[config.mk]
export PLATFORM = sky130hd
export DESIGN_NAME = life_automaton_row_step_unit
export DESIGN_NICKNAME = d
export VERILOG_FILES = /design/src/sv/lars_pkg.sv /design/src/sv/lars_cell.sv /design/src/sv/life_automaton_row_step_unit.sv
export SDC_FILE = /design/constraint.sdc
export NUM_CORES = 2
export LEC_CHECK = 0
export BUFFER_PORTS_ARGS = -buffer_cell sky130_fd_sc_hd__buf_2
export CAP_MARGIN = 20
export CORE_ASPECT_RATIO = 1.1
export CORE_UTILIZATION = 59
export CTS_BUF_LIST = sky130_fd_sc_hd__clkbuf_2 sky130_fd_sc_hd__clkbuf_4 sky130_fd_sc_hd__clkbuf_8
export DETAILED_ROUTE_END_ITERATION = 6
export PLACE_DENSITY = 0.84
export SYNTH_ARGS = -nofsm -noshare
export SYNTH_HDL_FRONTEND = slang
export SYNTH_SLANG_ARGS = --single-unit
[constraint.sdc]
create_clock -name clk -period 5.6 [get_ports clk]
set_input_delay 1.68 -clock clk [delete_from_list [all_inputs] [get_ports clk]]
set_output_delay 1.68 -clock clk [all_outputs]
set_load 0.01 [all_outputs]
[src/sv/lars_pkg.sv]
// ----------------------------------------------------------------------------
// lars_pkg: shared types and constants for the life row step unit
// Board limits, config register codes, the per-column link bundle passed
// between neighboring cells, and the result beat layout.
// ----------------------------------------------------------------------------
package lars_pkg;

  // board geometry
  localparam int MAX_COLS   = 64;
  localparam int MAX_ROWS   = 4096;
  localparam int COL_W      = 7;   // holds 0..MAX_COLS
  localparam int ROW_W      = 12;  // row index
  localparam int ROWS_CFG_W = 13;  // board_rows register
  localparam int CFG_IDX_W  = 2;
  localparam int CFG_DATA_W = 13;

  // reset values of the config registers
  localparam logic [ROWS_CFG_W-1:0] ROWS_RST = ROWS_CFG_W'(40);
  localparam logic [COL_W-1:0]      COLS_RST = COL_W'(64);

  // config register codes
  typedef enum logic [CFG_IDX_W-1:0] {
    REG_BOARD_ROWS = 2'd0,
    REG_BOARD_COLS = 2'd1
  } cfg_reg_t;

  // bits one column shares with its neighbors
  typedef struct packed {
    logic up;    // row r-2
    logic mid;   // row r-1
    logic cur;   // incoming row r, masked
  } col_link_t;

  // per-cycle control to every cell
  typedef struct packed {
    logic adv;   // a row beat is accepted
    logic clr;   // that row closes the frame
  } cell_ctl_t;

  // one result beat
  typedef struct packed {
    logic [MAX_COLS-1:0] cells;
    logic [ROW_W-1:0]    row;
    logic                done;
  } res_beat_t;

endpackage

[src/sv/lars_cell.sv]
// ----------------------------------------------------------------------------
// lars_cell: one board column of the life row step unit
// Holds the column's bits of the two previous rows and computes the next
// state of row r-1 (with row r below) and of row r (with a dead row below).
// ----------------------------------------------------------------------------
module lars_cell (
  input  logic                clk,
  input  logic                rst_n,
  input  logic                col_en,
  input  logic                in_bit,
  input  lars_pkg::cell_ctl_t ctl,
  input  lars_pkg::col_link_t left,
  input  lars_pkg::col_link_t right,
  output lars_pkg::col_link_t self,
  output logic                nxt_mid,
  output logic                nxt_cur
);

  logic       up_r, up_nxt;
  logic       mid_r, mid_nxt;
  logic       cur;
  logic [3:0] cnt_mid;
  logic [3:0] cnt_cur;

  // columns beyond the width are dead
  assign cur = in_bit & col_en;

  assign self.up  = up_r;
  assign self.mid = mid_r;
  assign self.cur = cur;

  // neighbor counts for the middle row and for the incoming row
  assign cnt_mid = 4'(left.up) + 4'(up_r) + 4'(right.up)
                 + 4'(left.mid) + 4'(right.mid)
                 + 4'(left.cur) + 4'(cur) + 4'(right.cur);
  assign cnt_cur = 4'(left.mid) + 4'(mid_r) + 4'(right.mid)
                 + 4'(left.cur) + 4'(right.cur);

  // b3/s23 rule, masked to the width
  assign nxt_mid = col_en & ((cnt_mid == 4'd3) | ((cnt_mid == 4'd2) & mid_r));
  assign nxt_cur = col_en & ((cnt_cur == 4'd3) | ((cnt_cur == 4'd2) & cur));

  // shift rows down, drop both at the end of a frame
  always_comb begin
    up_nxt  = up_r;
    mid_nxt = mid_r;
    if (ctl.adv) begin
      if (ctl.clr) begin
        up_nxt  = 1'b0;
        mid_nxt = 1'b0;
      end else begin
        up_nxt  = mid_r;
        mid_nxt = cur;
      end
    end
  end

  always_ff @(posedge clk) begin
    if (!rst_n) begin
      up_r  <= 1'b0;
      mid_r <= 1'b0;
    end else begin
      up_r  <= up_nxt;
      mid_r <= mid_nxt;
    end
  end

endmodule

[src/sv/life_automaton_row_step_unit.sv]
// ----------------------------------------------------------------------------
// life_automaton_row_step_unit: streaming life generation, one row a beat
// Column cells keep the two previous rows; each input beat but a frame's
// first yields the next state of the row above, and the last also its own.
// ----------------------------------------------------------------------------
//
//   channel | direction | beat
//   --------+-----------+-----------------------------------------------
//   in_     | input     | row_cells, one board row
//   out_    | output    | next_row_cells, row_number, frame_done
//   cfg_    | input     | cfg_index, cfg_data (board_rows, board_cols)
//
// One row beat is taken per cycle while in_ready is high; all 64 columns
// count their neighbors in the same cycle. Results are registered in a
// three-entry queue. A frame's last row pushes two results unless it is
// also its first; in_ready then drops until a result leaves, even with
// no output stall. in_ready comes from registers only: high while at most
// one result waits. Reset clears stored rows, the row counter and the
// queue; cfg_ready is always high.
module life_automaton_row_step_unit (
  input  logic                                clk,
  input  logic                                rst_n,
  input  logic                                in_valid,
  output logic                                in_ready,
  input  logic [lars_pkg::MAX_COLS-1:0]       in_row_cells,
  output logic                                out_valid,
  input  logic                                out_ready,
  output logic [lars_pkg::MAX_COLS-1:0]       out_next_row_cells,
  output logic [lars_pkg::ROW_W-1:0]          out_row_number,
  output logic                                out_frame_done,
  input  logic                                cfg_valid,
  output logic                                cfg_ready,
  input  logic [lars_pkg::CFG_IDX_W-1:0]      cfg_index,
  input  logic [lars_pkg::CFG_DATA_W-1:0]     cfg_data
);

  localparam int QD = 3;

  logic [lars_pkg::ROWS_CFG_W-1:0] rows_cfg_r;
  logic [lars_pkg::COL_W-1:0]      cols_cfg_r;
  logic [lars_pkg::ROW_W-1:0]      row_cnt_r, row_cnt_nxt;
  logic [lars_pkg::ROWS_CFG_W-1:0] eff_rows;
  logic [lars_pkg::COL_W-1:0]      eff_cols;
  logic [lars_pkg::ROW_W-1:0]      last_row;
  logic                            acc;
  logic                            is_last;
  logic                            push_a;
  logic                            push_b;
  logic                            pop;
  lars_pkg::cell_ctl_t             ctl;
  lars_pkg::col_link_t             links [lars_pkg::MAX_COLS];
  logic [lars_pkg::MAX_COLS-1:0]   nxt_mid;
  logic [lars_pkg::MAX_COLS-1:0]   nxt_cur;
  lars_pkg::res_beat_t             res_a;
  lars_pkg::res_beat_t             res_b;
  lars_pkg::res_beat_t             q_r   [QD];
  lars_pkg::res_beat_t             q_nxt [QD];
  logic [1:0]                      cnt_r, cnt_nxt;
  logic [1:0]                      base;
  logic [1:0]                      slot_b;

  // config writes
  assign cfg_ready = 1'b1;

  always_ff @(posedge clk) begin
    if (!rst_n) begin
      rows_cfg_r <= lars_pkg::ROWS_RST;
      cols_cfg_r <= lars_pkg::COLS_RST;
    end else if (cfg_valid) begin
      unique case (cfg_index)
        lars_pkg::REG_BOARD_ROWS: rows_cfg_r <= cfg_data;
        lars_pkg::REG_BOARD_COLS: cols_cfg_r <= cfg_data[lars_pkg::COL_W-1:0];
        default: ;
      endcase
    end
  end

  // effective height and width, clamped to the board limits
  always_comb begin
    eff_rows = rows_cfg_r;
    if (rows_cfg_r == '0)
      eff_rows = lars_pkg::ROWS_CFG_W'(1);
    else if (rows_cfg_r > lars_pkg::ROWS_CFG_W'(lars_pkg::MAX_ROWS))
      eff_rows = lars_pkg::ROWS_CFG_W'(lars_pkg::MAX_ROWS);
    eff_cols = cols_cfg_r;
    if (cols_cfg_r == '0)
      eff_cols = lars_pkg::COL_W'(1);
    else if (cols_cfg_r > lars_pkg::COL_W'(lars_pkg::MAX_COLS))
      eff_cols = lars_pkg::COL_W'(lars_pkg::MAX_COLS);
  end

  assign last_row = lars_pkg::ROW_W'(eff_rows - lars_pkg::ROWS_CFG_W'(1));

  // input handshake and row counter
  assign in_ready = (cnt_r <= 2'd1);
  assign acc      = in_valid & in_ready;
  assign is_last  = (row_cnt_r >= last_row);
  assign ctl.adv  = acc;
  assign ctl.clr  = is_last;

  always_comb begin
    row_cnt_nxt = row_cnt_r;
    if (acc)
      row_cnt_nxt = is_last ? '0 : row_cnt_r + lars_pkg::ROW_W'(1);
  end

  always_ff @(posedge clk) begin
    if (!rst_n) row_cnt_r <= '0;
    else        row_cnt_r <= row_cnt_nxt;
  end

  // chain of column cells, edges see dead neighbors
  for (genvar c = 0; c < lars_pkg::MAX_COLS; c++) begin : g_col
    lars_pkg::col_link_t lnb, rnb;
    logic                en;

    if (c == 0) begin : g_le
      assign lnb = '0;
    end else begin : g_li
      assign lnb = links[c-1];
    end
    if (c == lars_pkg::MAX_COLS - 1) begin : g_re
      assign rnb = '0;
    end else begin : g_ri
      assign rnb = links[c+1];
    end
    assign en = (lars_pkg::COL_W'(c) < eff_cols);

    lars_cell u_cell (
      .clk     (clk),
      .rst_n   (rst_n),
      .col_en  (en),
      .in_bit  (in_row_cells[c]),
      .ctl     (ctl),
      .left    (lnb),
      .right   (rnb),
      .self    (links[c]),
      .nxt_mid (nxt_mid[c]),
      .nxt_cur (nxt_cur[c])
    );
  end

  // results of this beat
  assign push_a     = acc & (row_cnt_r != '0);
  assign push_b     = acc & is_last;
  assign res_a.cells = nxt_mid;
  assign res_a.row   = row_cnt_r - lars_pkg::ROW_W'(1);
  assign res_a.done  = 1'b0;
  assign res_b.cells = nxt_cur;
  assign res_b.row   = row_cnt_r;
  assign res_b.done  = 1'b1;

  // result queue, head at entry 0
  assign pop    = out_valid & out_ready;
  assign base   = cnt_r - {1'b0, pop};
  assign slot_b = base + {1'b0, push_a};

  always_comb begin
    for (int i = 0; i < QD; i++) begin
      q_nxt[i] = q_r[i];
      if (pop && i < QD - 1) q_nxt[i] = q_r[(i + 1) % QD];
      if (push_a && base == 2'(i)) q_nxt[i] = res_a;
      if (push_b && slot_b == 2'(i)) q_nxt[i] = res_b;
    end
    cnt_nxt = slot_b + {1'b0, push_b};
  end

  always_ff @(posedge clk) begin
    if (!rst_n) cnt_r <= '0;
    else        cnt_r <= cnt_nxt;
  end

  always_ff @(posedge clk) begin
    for (int i = 0; i < QD; i++) q_r[i] <= q_nxt[i];
  end

  // output beat
  assign out_valid          = (cnt_r != '0);
  assign out_next_row_cells = q_r[0].cells;
  assign out_row_number     = q_r[0].row;
  assign out_frame_done     = q_r[0].done;

endmodule

==> results.md <==
* Status: finished clean
* FFs w/ async S/R, synth at 0%
* Final Cycle Share at 94.6%
* P_leak at 17.3 nW
* CP required at a little over 6 ns
* Power Density at roughly 330 nW/um^2
* CTS root buffer: clkbuf_8
* CTS tree: done
* Worst Tran Pin Value at about 1.1 ns
* Slew Viols, Final at 0
* Global route overflow at 0
* Hold Path Class: reg -> reg
* Final Hold Viols at 0
* Startpoint types: register
* DRT antenna net count at 0
* I/O Pins at roughly 160
* #FFs+latches synth at roughly 390
* Reg area at ~10000 um^2
* Final std cells w/o fill at around 4700
* Slew headroom at 29.2%
* Share of cells above drive strength 1 at between 10% and 20%
* Clock Skew at about 0.047 ns
* CP delay by family, top: adder cells
* CTS Sinks at 393
* Critical path class: reg -> reg
* Initial Util at about three fifths
* Area of the mapped netlist at around 36000 um^2
* Crit path top cell by count: fa_1
* Die height at about 260 um
* Die area at ~63000 um^2
* Via/cell ratio at between 5 and 6
* Final min period at around 5.3 ns
* Syn-to-layout area delta at 7.41%
* Final WS setup at approximately 0.30 ns
* Total CTS buffers at slightly above 70
* Worst slack, placed at about 0.019 ns
* R2R Setup Slk at about 0.30 ns
* DRT met1 WL at 36.7 mm
* Port-buffer cells at between 150 and 200
* Hold Path Sink: rows_cfg_r[11]
* Peak supply drop at just over 0.2 mV
* Worst R2R Start: cols_cfg_r[1]
* Yosys warns at 0
* Top_reg_cell synth: edfxtp_1
* Global-route wire length before repair at roughly 150 mm
* Met3 WL at 7.66 mm
* Slowest stage delay, CP at about 0.64 ns
* Die Span X at 239 um
* Post-Syn Instances at 3753
* Worst setup EP type: register
* Clock-pin slew on the worst setup and hold paths at 0.06 ns
* Routability cong. at 0.918
* H-Tree Level Count at 3
* Core Footprint at 61000 um^2
* CP max FO at 13
* Worst reg2reg path depth at 14
* Multi-input gate area at between 20000 and 25000 um^2
* Initial antenna violation count at 5
* Clock tree buffer depth at 3
* Pin count of the biggest net entering global routing at just under 100
* Post-synth EDFFs at around 230
* Final #Nets at between 4000 and 5000
* CP bufs+invs at 1
* Sequential area share after synthesis at between 20% and 30%
* Avg Synthesized Cell Area at 9.70 um^2
* WL/cell at a little under 20 um
* Tot GR Track Use at 30.7%
* Fillers at 4692
* Hold Startpoint: rows_cfg_r[11]
* Hold path depth at 2
* Met2 WL at around 44 mm
* DP Wirelength at 68.3 mm
* Highest Signal Layer: met5
* Synth cell types at between 80 and 90
* Number of DRC markers in iteration 0 at 2372
* Max cap viols at 0
* Mapped Nets at approximately 4600
* # rows at 95
* Dpl cells at 4576
* Via count at between 20000 and 30000
* Endpoints failing setup at 0
* Reg2Reg Capture Point: q_r[0][108]
* Fmax at 189 MHz
* Vias in the first global route at 28600
* Routed WL at 93.4 mm
* Crit-path cells: a21oi_1 > o21ai_1 > a21oi_1 > nand2b_1 > fa_1 > fa_1 > fa_1 > fa_1 > nor2_1 > a31oi_1 > a2111oi_0 > buf_4 > mux2i_1 > o21ai_0
* Latest clock arrival within the worst-skew pair at roughly 0.7 ns
* Crit-path slowest cell: fa_1
* DRT Pass-1 Iters at 6
* Worst EP arrival at about 5.8 ns
* DRC at 0
==> worst min-delay path: stages, from the launching register on <==
cell	delay, ns
dfxtp_1	0.32
nand2_1	0.05
a21boi_0	0.06
==> final cells by class <==
| cell class | count | share of cell area, % |
|---|---|---|
| diodes | 3 | 0.0192 |
| inverters | 720 | 6.91 |
| well taps | 824 | 2.64 |
| flip-flops and latches | 393 | 26.0 |
| clock inverters | 24 | 0.560 |
| repair buffers | 233 | 3.84 |
| multi-input cells | 2406 | 56.7 |
| clock buffers | 108 | 3.34 |
==> cell usage after synthesis, types with 10 or more instances <==
cell type | instances | share of area, %
nor4b_1 | 38 | 0.91
and2_1 | 22 | 0.38
mux2i_1 | 102 | 2.8
a22o_1 | 33 | 0.79
nand2b_1 | 39 | 0.67
dfxtp_1 | 165 | 9.1
fa_1 | 378 | 21
clkbuf_1 | 67 | 0.69
o21a_1 | 15 | 0.31
inv_1 | 719 | 7.4
a22oi_1 | 88 | 1.8
o22ai_1 | 15 | 0.26
o2111ai_1 | 15 | 0.36
a211oi_1 | 35 | 0.72
o211ai_1 | 18 | 0.37
nor4_1 | 20 | 0.34
nor3_1 | 22 | 0.30
and3_1 | 12 | 0.21
buf_4 | 81 | 1.7
nor2_1 | 182 | 1.9
ha_1 | 336 | 12
a21oi_1 | 122 | 1.7
o2bb2ai_1 | 14 | 0.34
buf_6 | 25 | 0.77
buf_2 | 55 | 0.76
a21boi_1 | 19 | 0.39
o21ai_1 | 12 | 0.17
a2111oi_0 | 26 | 0.63
o21ai_0 | 141 | 1.9
nor2b_1 | 165 | 2.8
a21o_1 | 14 | 0.29
xnor2_1 | 10 | 0.24
nand3_1 | 16 | 0.22
a21boi_0 | 35 | 0.72
edfxtp_1 | 228 | 19
nand2_1 | 322 | 3.3
a31oi_1 | 23 | 0.40
==> metal layers <==
layer | GRT usage [%] | vias to the layer above
li1 | - | 12500
met1 | 38.8 | 13600
met2 | 49.8 | 1195
met3 | 5.48 | 289
met4 | 16.6 | 4
met5 | 0 | -
==> sequential cells by signal (all words and copies together) (netlist names) <==
signal and count:
q_r 231, g_col.u_cell.mid_r 64, g_col.u_cell.up_r 64, rows_cfg_r 13, row_cnt_r 12, cols_cfg_r 7
cnt_r 2
==> how the worst max path moves through the flow <==
stage	from	to	slack, ns	depth (start not counted)
global placement	cols_cfg_r[2]	q_r[0][31]	0.07	14
detailed placement	cols_cfg_r[2]	q_r[0][31]	0.02	14
floorplan	rows_cfg_r[7]	q_r[0][155]	0.06	17
finish	cols_cfg_r[1]	q_r[0][108]	0.30	14
global route	cols_cfg_r[5]	q_r[0][117]	-0.0001	15
CTS	cols_cfg_r[5]	q_r[0][74]	0.21	13
==> cell families (layout without fill, tap and decap cells) <==
kind of cell / Yosys count / after routing / synth area share (%)
simple gates: 887 / 887 / 12.2
fa+ha+maj: 714 / 714 / 32.3
other cells: 1 / 4 / 0.0103
buf+inv: 954 / 1085 / 11.4
flops: 393 / 393 / 27.9
mux: 106 / 106 / 2.93
compound gates: 677 / 677 / 12.7
xor+xnor: 21 / 21 / 0.547
==> power by group <==
part	switching [mW]	total [mW]	leakage, nW	internal, mW
combinational	3.47	5.79	13.0	2.32
sequential	0.374	4.18	3.49	3.81
clock	1.33	3.01	0.802	1.68
==> placed cells by master, fill, tap and decap left out, drive strengths merged, types with 108 or more instances in the layout <==
master and instances:
nor2 182, a21oi 123, nor2b 165, nand2 323
dfxtp 165, fa 378, o21ai 153, inv 720
ha 336, edfxtp 228, clkbuf 108, buf 233
==> repair_timing <==
action                     4_1_cts  5_1_grt
resized for setup                2        7
pin swaps                        0        0
setup buffers                    0        0
hold buffers                     0        0
setup endpoints to repair        3       55
==> stage by stage <==
stage / util, % / cell area [um^2] / total power, mW / setup TNS, ns / hold WS [ns]
5_1_grt: 64.1 / 39100 / 14.0 / -0.000135 / 0.504
3_5_place_dp: 61.6 / 37500 / 9.93 / 0 / 0.451
3_3_place_gp: 61.6 / 37500 / 9.59 / 0 / 0.448
4_1_cts: 64.1 / 39100 / 13.0 / 0 / 0.486
6_report: 64.1 / 39100 / 13.0 / 0 / 0.481
2_1_floorplan: - / 36400 / 8.44 / 0 / 0.435
Power figures use the tool's default switching activity.
